[config.mk]
export PLATFORM = sky130hd
export DESIGN_NAME = bitmap_free_space_allocator
export DESIGN_NICKNAME = d
export VERILOG_FILES = /design/src/rtl/bfsa_pkg.sv /design/src/rtl/bfsa_word_mem.sv /design/src/rtl/bfsa_full_flags.sv /design/src/rtl/bitmap_free_space_allocator.sv
export SDC_FILE = /design/constraint.sdc
export NUM_CORES = 2
export LEC_CHECK = 0
export ABC_CLOCK_PERIOD_IN_PS = 3700
export BUFFER_PORTS_ARGS = -buffer_cell sky130_fd_sc_hd__buf_2
export CORE_UTILIZATION = 51
export CTS_CLUSTER_DIAMETER = 120
export DETAILED_ROUTE_END_ITERATION = 8
export PLACE_DENSITY = 0.67
export SYNTH_ARGS = -nofsm -noshare
export SYNTH_HDL_FRONTEND = slang
export SYNTH_SLANG_ARGS = --single-unit
[constraint.sdc]
create_clock -name clock -period 3.7 [get_ports clock]
set_input_delay 0.37 -clock clock [delete_from_list [all_inputs] [get_ports clock]]
set_output_delay 0.37 -clock clock [all_outputs]
set_load 0.1 [all_outputs]
[src/rtl/bfsa_pkg.sv]
// shared types and constants of the bitmap free space allocator
// no dependencies; imported by every module of the block
package bfsa_pkg;

   // fixed field widths of the request and response
   localparam int OP_WIDTH    = 2;
   localparam int INDEX_WIDTH = 10;
   localparam int COUNT_WIDTH = 11;

   // default configuration of the map
   localparam int DEF_MAP_BITS   = 1024;
   localparam int DEF_WORD_BITS  = 32;
   localparam int DEF_PRESET_BIT = 0;

   // request operation codes
   typedef enum logic [OP_WIDTH-1:0] {
      OP_SET   = 2'd0,
      OP_CLEAR = 2'd1,
      OP_TEST  = 2'd2,
      OP_FIND  = 2'd3
   } op_type;

   // response status codes
   localparam logic STATUS_DONE    = 1'b0;
   localparam logic STATUS_NO_FREE = 1'b1;

   // update of one full flag after a word is rewritten
   typedef struct packed {
      logic write;
      logic full;
   } flag_upd_type;

endpackage

[src/rtl/bfsa_word_mem.sv]
// single port write, single port read synchronous word memory
// read data is registered and holds while no read is issued; uses bfsa_pkg
module bfsa_word_mem #(
   parameter int DEPTH = bfsa_pkg::DEF_MAP_BITS / bfsa_pkg::DEF_WORD_BITS,
   parameter int WIDTH = bfsa_pkg::DEF_WORD_BITS,
   parameter int AW    = (DEPTH > 1) ? $clog2(DEPTH) : 1
) (
   input  logic             clock,
   input  logic             rd_en,
   input  logic [AW-1:0]    rd_addr,
   output logic [WIDTH-1:0] rd_data,
   input  logic             wr_en,
   input  logic [AW-1:0]    wr_addr,
   input  logic [WIDTH-1:0] wr_data
);
   import bfsa_pkg::*;

   logic [WIDTH-1:0] mem_ff [DEPTH];
   logic [WIDTH-1:0] rd_data_ff;

   // write port
   always_ff @(posedge clock) begin
      if (wr_en) begin
         mem_ff[wr_addr] <= wr_data;
      end
   end

   // registered read port
   always_ff @(posedge clock) begin
      if (rd_en) begin
         rd_data_ff <= mem_ff[rd_addr];
      end
   end

   assign rd_data = rd_data_ff;

endmodule

[src/rtl/bfsa_full_flags.sv]
// per word full flags and the encoder for the lowest word with a free bit
// uses bfsa_pkg for the flag update struct
module bfsa_full_flags #(
   parameter int NUM_WORDS   = bfsa_pkg::DEF_MAP_BITS / bfsa_pkg::DEF_WORD_BITS,
   parameter int AW          = (NUM_WORDS > 1) ? $clog2(NUM_WORDS) : 1,
   parameter int PRESET_WORD = 0,
   parameter bit PRESET_FULL = 1'b0
) (
   input  logic                   clock,
   input  logic                   reset,
   input  bfsa_pkg::flag_upd_type upd,
   input  logic [AW-1:0]          upd_addr,
   output logic [AW-1:0]          first_free_addr,
   output logic                   any_free
);
   import bfsa_pkg::*;

   // flags after reset: only the preset word may start full
   localparam logic [NUM_WORDS-1:0] RESET_FLAGS = NUM_WORDS'(PRESET_FULL) << PRESET_WORD;

   logic [NUM_WORDS-1:0] flags_ff;
   logic [NUM_WORDS-1:0] flags_in;

   // flag update after a word is rewritten
   always_comb begin
      flags_in = flags_ff;
      if (upd.write) begin
         flags_in[upd_addr] = upd.full;
      end
   end

   always_ff @(posedge clock) begin
      if (reset) begin
         flags_ff <= RESET_FLAGS;
      end else begin
         flags_ff <= flags_in;
      end
   end

   // lowest word whose flag is clear
   always_comb begin
      first_free_addr = '0;
      for (int i = NUM_WORDS - 1; i >= 0; i--) begin
         if (!flags_ff[i]) begin
            first_free_addr = AW'(i);
         end
      end
      any_free = !(&flags_ff);
   end

endmodule

[src/rtl/bitmap_free_space_allocator.sv]
// top level of the bitmap free space allocator: control, word datapath, counts
// depends on bfsa_pkg, bfsa_word_mem and bfsa_full_flags
//
// usage
//   request channel req_*: operation (set, clear, test, find lowest free) and
//   bit position; a transfer happens when req_valid and req_ready are both high.
//   response channel rsp_*: status, bit_value, free_index, used_count and
//   free_count, one response per request, in request order.
// timing
//   the request's map word is read from memory in the transfer cycle and
//   modified and written back in the modify step, which also loads the
//   response register; the next request is taken only after that step.
//   the pace is set by the read-modify-write of one word through the
//   memory and its registered read port; one request is in flight.
//   find uses the per word full flags to pick the word in the transfer cycle.
// reset
//   after reset a clearing pass writes every map word, one word a cycle,
//   with req_ready low; the preset bit, if in the map, is left set and the
//   used count starts at one, else at zero.
// stall
//   the response register holds while rsp_ready is low; a request that
//   finishes then waits in the modify step and the next request is not taken.
module bitmap_free_space_allocator #(
   parameter int MAP_BITS   = bfsa_pkg::DEF_MAP_BITS,
   parameter int WORD_BITS  = bfsa_pkg::DEF_WORD_BITS,
   parameter int PRESET_BIT = bfsa_pkg::DEF_PRESET_BIT
) (
   input  logic                             clock,
   input  logic                             reset,
   input  logic                             req_valid,
   output logic                             req_ready,
   input  logic [bfsa_pkg::OP_WIDTH-1:0]    req_operation,
   input  logic [bfsa_pkg::INDEX_WIDTH-1:0] req_bit_pos,
   output logic                             rsp_valid,
   input  logic                             rsp_ready,
   output logic                             rsp_status,
   output logic                             rsp_bit_value,
   output logic [bfsa_pkg::INDEX_WIDTH-1:0] rsp_free_index,
   output logic [bfsa_pkg::COUNT_WIDTH-1:0] rsp_used_count,
   output logic [bfsa_pkg::COUNT_WIDTH-1:0] rsp_free_count
);
   import bfsa_pkg::*;

   // map geometry
   localparam int NUM_WORDS = (MAP_BITS + WORD_BITS - 1) / WORD_BITS;
   localparam int AW        = (NUM_WORDS > 1) ? $clog2(NUM_WORDS) : 1;
   localparam int LOG_W     = $clog2(WORD_BITS);
   localparam int UW        = $clog2(MAP_BITS + 1);
   localparam int LAST_BITS = MAP_BITS - (NUM_WORDS - 1) * WORD_BITS;
   localparam logic [WORD_BITS-1:0] LAST_MASK =
      {WORD_BITS{1'b1}} >> (WORD_BITS - LAST_BITS);
   localparam bit ALL_IN_MAP = MAP_BITS >= (2 ** INDEX_WIDTH);

   // preset reserved bit
   localparam bit PRESET_IN_MAP = PRESET_BIT < MAP_BITS;
   localparam int PRESET_WORD   = PRESET_IN_MAP ? PRESET_BIT / WORD_BITS : 0;
   localparam int PRESET_OFS    = PRESET_BIT % WORD_BITS;
   localparam logic [WORD_BITS-1:0] PRESET_VAL = WORD_BITS'(1) << PRESET_OFS;
   localparam bit PRESET_FULL = PRESET_IN_MAP && (PRESET_WORD == NUM_WORDS - 1)
                                && (LAST_BITS == 1);

   // reciprocal for the word index: exact floor for any 10 bit index
   localparam int SHIFT  = INDEX_WIDTH + LOG_W;
   localparam int PROD_W = SHIFT + INDEX_WIDTH;
   localparam logic [PROD_W-1:0] RECIP =
      PROD_W'(((64'd1 << SHIFT) + 64'(WORD_BITS) - 64'd1) / 64'(WORD_BITS));

   typedef enum logic [1:0] {
      ST_CLEAR,
      ST_IDLE,
      ST_MODIFY
   } state_type;

   state_type            state_ff;
   logic [AW-1:0]        clr_ff;
   logic                 rsp_valid_ff;
   logic                 rsp_status_ff;
   logic                 rsp_bit_value_ff;
   logic [INDEX_WIDTH-1:0] rsp_free_index_ff;
   logic [COUNT_WIDTH-1:0] rsp_used_count_ff;
   logic [COUNT_WIDTH-1:0] rsp_free_count_ff;

   // request context held over the modify step
   op_type               op_ff;
   logic [INDEX_WIDTH-1:0] idx_ff;
   logic [INDEX_WIDTH-1:0] quot_ff;
   logic [AW-1:0]        word_ff;
   logic                 in_map_ff;
   logic                 hit_ff;
   logic [UW-1:0]        used_ff;
   logic [UW-1:0]        used_in;

   logic                 accept;
   logic                 adv;
   op_type               req_op;
   logic [PROD_W-1:0]    prod;
   logic [INDEX_WIDTH-1:0] quot_in;
   logic [AW-1:0]        word_in;
   logic                 in_map_in;
   logic [AW-1:0]        first_free_addr;
   logic                 any_free;

   logic                 mem_wr_en;
   logic [AW-1:0]        mem_wr_addr;
   logic [WORD_BITS-1:0] mem_wr_data;
   logic [WORD_BITS-1:0] rd_data;

   logic [INDEX_WIDTH-1:0] rem_full;
   logic [LOG_W-1:0]     ofs;
   logic [WORD_BITS-1:0] bit_vec;
   logic [WORD_BITS-1:0] word_mask;
   logic [WORD_BITS-1:0] new_word;
   logic [WORD_BITS-1:0] free_bits;
   logic [LOG_W-1:0]     free_pos;
   logic                 old_val;
   logic                 do_bit;
   logic [INDEX_WIDTH-1:0] found;
   flag_upd_type         flag_upd;

   // handshake
   assign req_ready = (state_ff == ST_IDLE);
   assign accept    = req_valid && req_ready;
   assign adv       = (state_ff == ST_MODIFY) && (!rsp_valid_ff || rsp_ready);
   assign req_op    = op_type'(req_operation);

   // word selection in the transfer cycle
   assign prod      = PROD_W'(req_bit_pos) * RECIP;
   assign quot_in   = prod[SHIFT +: INDEX_WIDTH];
   assign in_map_in = ALL_IN_MAP || (req_bit_pos < INDEX_WIDTH'(MAP_BITS));
   assign word_in   = (req_op == OP_FIND) ? first_free_addr : AW'(quot_in);

   always_ff @(posedge clock) begin
      if (accept) begin
         op_ff     <= req_op;
         idx_ff    <= req_bit_pos;
         quot_ff   <= quot_in;
         word_ff   <= word_in;
         in_map_ff <= in_map_in;
         hit_ff    <= any_free;
      end
   end

   // modify step: bit offset, new word and lowest free bit
   always_comb begin
      rem_full  = idx_ff - quot_ff * INDEX_WIDTH'(WORD_BITS);
      ofs       = rem_full[LOG_W-1:0];
      bit_vec   = WORD_BITS'(1) << ofs;
      old_val   = |(rd_data & bit_vec);
      word_mask = (word_ff == AW'(NUM_WORDS - 1)) ? LAST_MASK : {WORD_BITS{1'b1}};
      do_bit    = in_map_ff && (op_ff != OP_FIND);
      case (op_ff)
         OP_SET:   new_word = rd_data | bit_vec;
         OP_CLEAR: new_word = rd_data & ~bit_vec;
         default:  new_word = rd_data;
      endcase
      free_bits = ~rd_data & word_mask;
      free_pos  = '0;
      for (int i = WORD_BITS - 1; i >= 0; i--) begin
         if (free_bits[i]) begin
            free_pos = LOG_W'(i);
         end
      end
      found = INDEX_WIDTH'(word_ff) * INDEX_WIDTH'(WORD_BITS) + INDEX_WIDTH'(free_pos);
   end

   // used count changes only when a bit flips
   always_comb begin
      used_in = used_ff;
      if (do_bit && (op_ff == OP_SET) && !old_val) begin
         used_in = used_ff + UW'(1);
      end else if (do_bit && (op_ff == OP_CLEAR) && old_val) begin
         used_in = used_ff - UW'(1);
      end
   end

   always_ff @(posedge clock) begin
      if (reset) begin
         used_ff <= UW'(PRESET_IN_MAP);
      end else if (adv) begin
         used_ff <= used_in;
      end
   end

   // memory write: clearing pass or write back
   always_comb begin
      if (state_ff == ST_CLEAR) begin
         mem_wr_en   = 1'b1;
         mem_wr_addr = clr_ff;
         mem_wr_data = (PRESET_IN_MAP && (clr_ff == AW'(PRESET_WORD))) ? PRESET_VAL : '0;
      end else begin
         mem_wr_en   = adv && do_bit && ((op_ff == OP_SET) || (op_ff == OP_CLEAR));
         mem_wr_addr = word_ff;
         mem_wr_data = new_word;
      end
   end

   assign flag_upd.write = adv && do_bit;
   assign flag_upd.full  = ((new_word & word_mask) == word_mask);

   // state and response register
   always_ff @(posedge clock) begin
      if (reset) begin
         state_ff     <= ST_CLEAR;
         clr_ff       <= '0;
         rsp_valid_ff <= 1'b0;
      end else begin
         case (state_ff)
            ST_CLEAR: begin
               clr_ff <= clr_ff + AW'(1);
               if (clr_ff == AW'(NUM_WORDS - 1)) begin
                  state_ff <= ST_IDLE;
               end
            end
            ST_IDLE: begin
               if (accept) begin
                  state_ff <= ST_MODIFY;
               end
            end
            ST_MODIFY: begin
               if (adv) begin
                  state_ff <= ST_IDLE;
               end
            end
            default: begin
               state_ff <= ST_IDLE;
            end
         endcase
         if (adv) begin
            rsp_valid_ff <= 1'b1;
         end else if (rsp_ready) begin
            rsp_valid_ff <= 1'b0;
         end
      end
      if (adv) begin
         rsp_status_ff     <= ((op_ff == OP_FIND) && !hit_ff) ? STATUS_NO_FREE : STATUS_DONE;
         rsp_bit_value_ff  <= do_bit && old_val;
         rsp_free_index_ff <= ((op_ff == OP_FIND) && hit_ff) ? found : '0;
         rsp_used_count_ff <= COUNT_WIDTH'(used_in);
         rsp_free_count_ff <= COUNT_WIDTH'(UW'(MAP_BITS) - used_in);
      end
   end

   assign rsp_valid      = rsp_valid_ff;
   assign rsp_status     = rsp_status_ff;
   assign rsp_bit_value  = rsp_bit_value_ff;
   assign rsp_free_index = rsp_free_index_ff;
   assign rsp_used_count = rsp_used_count_ff;
   assign rsp_free_count = rsp_free_count_ff;

   bfsa_word_mem #(
      .DEPTH (NUM_WORDS),
      .WIDTH (WORD_BITS),
      .AW    (AW)
   ) u_mem (
      .clock   (clock),
      .rd_en   (accept),
      .rd_addr (word_in),
      .rd_data (rd_data),
      .wr_en   (mem_wr_en),
      .wr_addr (mem_wr_addr),
      .wr_data (mem_wr_data)
   );

   bfsa_full_flags #(
      .NUM_WORDS   (NUM_WORDS),
      .AW          (AW),
      .PRESET_WORD (PRESET_WORD),
      .PRESET_FULL (PRESET_FULL)
   ) u_flags (
      .clock           (clock),
      .reset           (reset),
      .upd             (flag_upd),
      .upd_addr        (word_ff),
      .first_free_addr (first_free_addr),
      .any_free        (any_free)
   );

   // used count never exceeds the map size
   a_used_bound: assert property (@(posedge clock) disable iff (reset)
      used_ff <= UW'(MAP_BITS))
      else $error("used count above map size");

   // a word picked by find through the flags really holds a free bit
   a_find_consistent: assert property (@(posedge clock) disable iff (reset)
      (adv && (op_ff == OP_FIND) && hit_ff) |-> (free_bits != '0))
      else $error("full flags disagree with map word");

   // a transfer is followed by exactly one modify step before the next transfer
   a_one_in_flight: assert property (@(posedge clock) disable iff (reset)
      accept |=> (state_ff == ST_MODIFY) && !req_ready)
      else $error("request taken while another is in flight");

   // no map write while idle
   a_no_idle_write: assert property (@(posedge clock) disable iff (reset)
      (state_ff == ST_IDLE) |-> !mem_wr_en)
      else $error("memory written while idle");

   // a response never appears without a finished modify step
   a_rsp_source: assert property (@(posedge clock) disable iff (reset)
      $rose(rsp_valid_ff) |-> $past(state_ff == ST_MODIFY))
      else $error("response without modify step");

endmodule

==> impl_metrics.env <==
export IMPL_status="completed"
export IMPL_drt_wl_total_mm=135
export IMPL_syn_inst=3708
export IMPL_crit_path_frequent_cell="buf_4"
export IMPL_drtIter0Drc=4139
export IMPL_reg2reg_depth=11
export IMPL_n_fill_cell=7119
export IMPL_worstPathRequired_ns=4.15
export IMPL_arrival_ns=4.07
export IMPL_root_buffer="clkbuf_16"
export IMPL_synthSimpleGateAreaFrac_pct=14.2
export IMPL_drtPass1Iterations=6
export IMPL_path_cells="nand2b_1 > a21boi_0 > o21ai_1 > a21oi_1 > o311ai_1 > nand3_2 > buf_4 > buf_4 > o22ai_1 > nor4_1 > buf_4"
export IMPL_insertion_delay_ns=0.71
export IMPL_synth_mux_area_share_pct=1.16
export IMPL_gr_usage_met3_pct=4.48
export IMPL_total_power_mw=27.0
export IMPL_diodes=0
export IMPL_synth_edf_count=1102
export IMPL_grt_max_degree=91
export IMPL_r2r_start="u_flags.flags_ff[31]$_SDFFE_PP0P_"
export IMPL_cts_tree="done"
export IMPL_die_h_um=307
export IMPL_place_gp_congestion=1.00
export IMPL_clk_pin_slew_ns=0.06
export IMPL_grt_pass1_wl_mm=197
export IMPL_slew_violations=0
export IMPL_row_count=111
export IMPL_finClkSkew_ns=0.0305
export IMPL_initial_core_util_pct=51.7
export IMPL_h_tree_depth=3
export IMPL_io_pins=52
export IMPL_drcViolationCount=0
export IMPL_synth_top_family_by_area="simple AND/OR/NAND/NOR gates"
export IMPL_area_growth_pct=15.0
export IMPL_fin_crit_ns=3.62
export IMPL_grt_util_met1_pct=40.4
export IMPL_grtUsageMet2_pct=44.3
export IMPL_wl_per_cell_um=25.9
export IMPL_worstMarginPinSlew_ns=1.08
export IMPL_max_stage_delay_ns=0.78
export IMPL_die_area_um2=94500
export IMPL_setup_viol=0
export IMPL_cp_slowest_cell="nand3_2"
export IMPL_clock_sinks=1153
export IMPL_worstSetupPathType="flop to flop"
export IMPL_finalHoldViolations=0
export IMPL_reg2reg_slack_ns=0.08
export IMPL_vias_per_cell=6.12
export IMPL_syn_area_per_cell_um2=12.8
export IMPL_drive_gt1_share_pct=14.2
export IMPL_maxCapViolCount=0
export IMPL_synth_ff_type="edfxtp_1"
export IMPL_worst_setup_path_end_kind="flop"
export IMPL_postRouteAntennaNets=0
export IMPL_fmax_ghz=0.276
export IMPL_track_usage_pct=28.5
export IMPL_critPathTopFamily="compound AO/OA/AOI/OAI gates"
export IMPL_fin_setup_tns_ns=0
export IMPL_io_buffers=51
export IMPL_antenna_found_initial=1
export IMPL_yosysWarnings=0
export IMPL_crit_path_max_fanout=9
export IMPL_mostFrequentLayoutCells="edfxtp_1 (1102), nand2_1 (873), a31oi_1 (267)"
export IMPL_ys_types=83
export IMPL_synth_xor_xnor_area_share_pct=0.500
export IMPL_rsz0062_at_grt="false"
export IMPL_busiest_layer="met2"
export IMPL_path_buf_inv=3
export IMPL_min_to="word_ff[4]$_DFFE_PP_"
export IMPL_holdCritPathClass="input pin to flop"
export IMPL_coreArea_um2=92100
export IMPL_dieWidth_um=307
export IMPL_holdPathStages=3
export IMPL_synth_fa_ha_area_share_pct=0.158
export IMPL_p_leak_nw=18.7
export IMPL_vias=32000
export IMPL_synth_compound_area_share_pct=9.86
export IMPL_ir_worst_vdd_uv=384
export IMPL_final_nets=3908
export IMPL_grt_pass1_vias=30100
export IMPL_synth_seq_area_share_pct=71.7
export IMPL_dp_hpwl_mm=78.0
export IMPL_synthArstFlopShare_pct=0
export IMPL_post_cts_buffers=0
export IMPL_overflow=0
export IMPL_period_share_pct=97.8
export IMPL_slew_headroom_pct=27.4
export IMPL_clk_path_buf_depth=3
export IMPL_final_common_cell="edfxtp_1"
export IMPL_cp_start_kind="flop"
export IMPL_powerDensity_nw_per_um2=493
export IMPL_worstReg2RegEnd="u_mem.rd_data[15]$_DFFE_PP_"
export IMPL_yosys_register_bits=1153
export IMPL_synth_nets=3730
export IMPL_worstHoldStart="req_bit_pos[9]"
export IMPL_numCtsBuffers=114
export IMPL_syn_area_um2=47600
## worst register-to-register path, stage by stage, from the launching register on
cell and delay [ns]:
dfxtp_1 0.38, nand2b_1 0.12, a21boi_0 0.08, o21ai_1 0.13, a21oi_1 0.09, o311ai_1 0.75
nand3_2 0.78, buf_4 0.43, buf_4 0.19, o22ai_1 0.18, nor4_1 0.09, buf_4 0.17
## metal layers
layer / vias up / routed length [µm]
met5: - / 0
met4: 0 / 5620
met3: 283 / 12400
met2: 1570 / 62300
met1: 15900 / 55000
li1: 14200 / -
## Yosys cell counts (all sizes together) (4+ instances only)
cell type,number,area [µm²]
o21ai,78,390
nand2b,15,93.8
a211oi,132,991
clkbuf,144,541
buf,98,492
and2,139,870
a21boi,5,37.5
mux4,5,113
or2,7,43.8
o31ai,4,35.0
inv,30,113
dfxtp,51,1020
nor2,133,512
and3,131,820
nand3,33,170
or3,28,180
nand3b,5,37.5
a21oi,80,404
xnor2,12,128
nor2b,10,62.6
a22oi,5,37.5
nand2,880,3300
ha,6,75.1
and4,4,35.0
nor3,19,106
mux2i,40,404
xor2,10,110
o22ai,128,807
nor4,36,240
a31oi,267,1670
o32ai,5,51.3
edfxtp,1102,33100
nand4,24,156
## stage by stage
stage	util (%)	instances	instance area [µm²]	worst slack, ns	hold WS [ns]
floorplan	-	3708	47600	0.264	0.460
global placement	55.4	5004	51100	0.168	0.478
detailed placement	55.4	5004	51100	0.168	0.487
CTS	59.4	5226	54700	0.133	0.0592
global route	59.4	5226	54700	0.00351	0.0979
finish	59.4	5226	54700	0.0797	0.117
## worst max path at each step
stage / start / end / slack [ns] / depth (start not counted)
after floorplan: state_ff[0]$_SDFFE_PP0P_ / hit_ff$_DFFE_PP_ / 0.26 / 2
after global placement: op_ff[1]$_DFFE_PP_ / u_flags.flags_ff[24]$_SDFFE_PP0P_ / 0.17 / 11
after detailed placement: op_ff[1]$_DFFE_PP_ / u_flags.flags_ff[26]$_SDFFE_PP0P_ / 0.17 / 11
after CTS: u_flags.flags_ff[31]$_SDFFE_PP0P_ / u_mem.rd_data[15]$_DFFE_PP_ / 0.13 / 11
after global routing: u_flags.flags_ff[11]$_SDFFE_PP0P_ / u_mem.rd_data[31]$_DFFE_PP_ / 0.004 / 12
final: u_flags.flags_ff[31]$_SDFFE_PP0P_ / u_mem.rd_data[15]$_DFFE_PP_ / 0.08 / 11
## cell type report
cell class | instances | area, µm² | area share, %
multi-input combinational | 2283 | 12700 | 23.3
clock buffer | 146 | 2990 | 5.47
timing repair buffer | 304 | 2640 | 4.83
clock inverter | 67 | 542 | 0.991
tap | 1243 | 1560 | 2.84
sequential | 1153 | 34100 | 62.4
inverter | 30 | 123 | 0.224
## state kept, by name (all words and copies together) (netlist names)
register	cells
clr_ff	5
rsp_used_count	11
u_flags.flags_ff	32
hit_ff	1
state_ff	2
rsp_status	1
idx_ff	5
rsp_valid	1
word_ff	5
op_ff	2
rsp_free_index	10
used_ff	11
u_mem.mem_ff	1024
u_mem.rd_data	32
rsp_free_count	10
rsp_bit_value	1
## power by group
part	leakage, nW	switching (mW)	total [mW]	internal [mW]
clock	1.72	4.91	11.1	6.16
combinational	6.06	1.06	1.60	0.541
sequential	10.9	0.0284	14.3	14.3
## logic make-up (layout without fill, tap and decap cells)
group / count (synthesis) / in the layout
adders and majority gates: 6 / 6
and+or+nand+nor: 1477 / 1477
muxes: 48 / 48
buffers and inverters: 272 / 547
AOI/OAI and AO/OA: 730 / 730
xor gates and xnor gates: 22 / 22
DFF: 1153 / 1153
## what timing repair did
| action | 4_1_cts | 5_1_grt |
|---|---|---|
| hold endpoints to repair | 9 | 0 |
| setup endpoints to repair | 0 | 33 |
| resized for setup | 0 | 2 |
| hold buffers | 9 | 0 |
No activity file was read; power rests on OpenSTA's default activity.
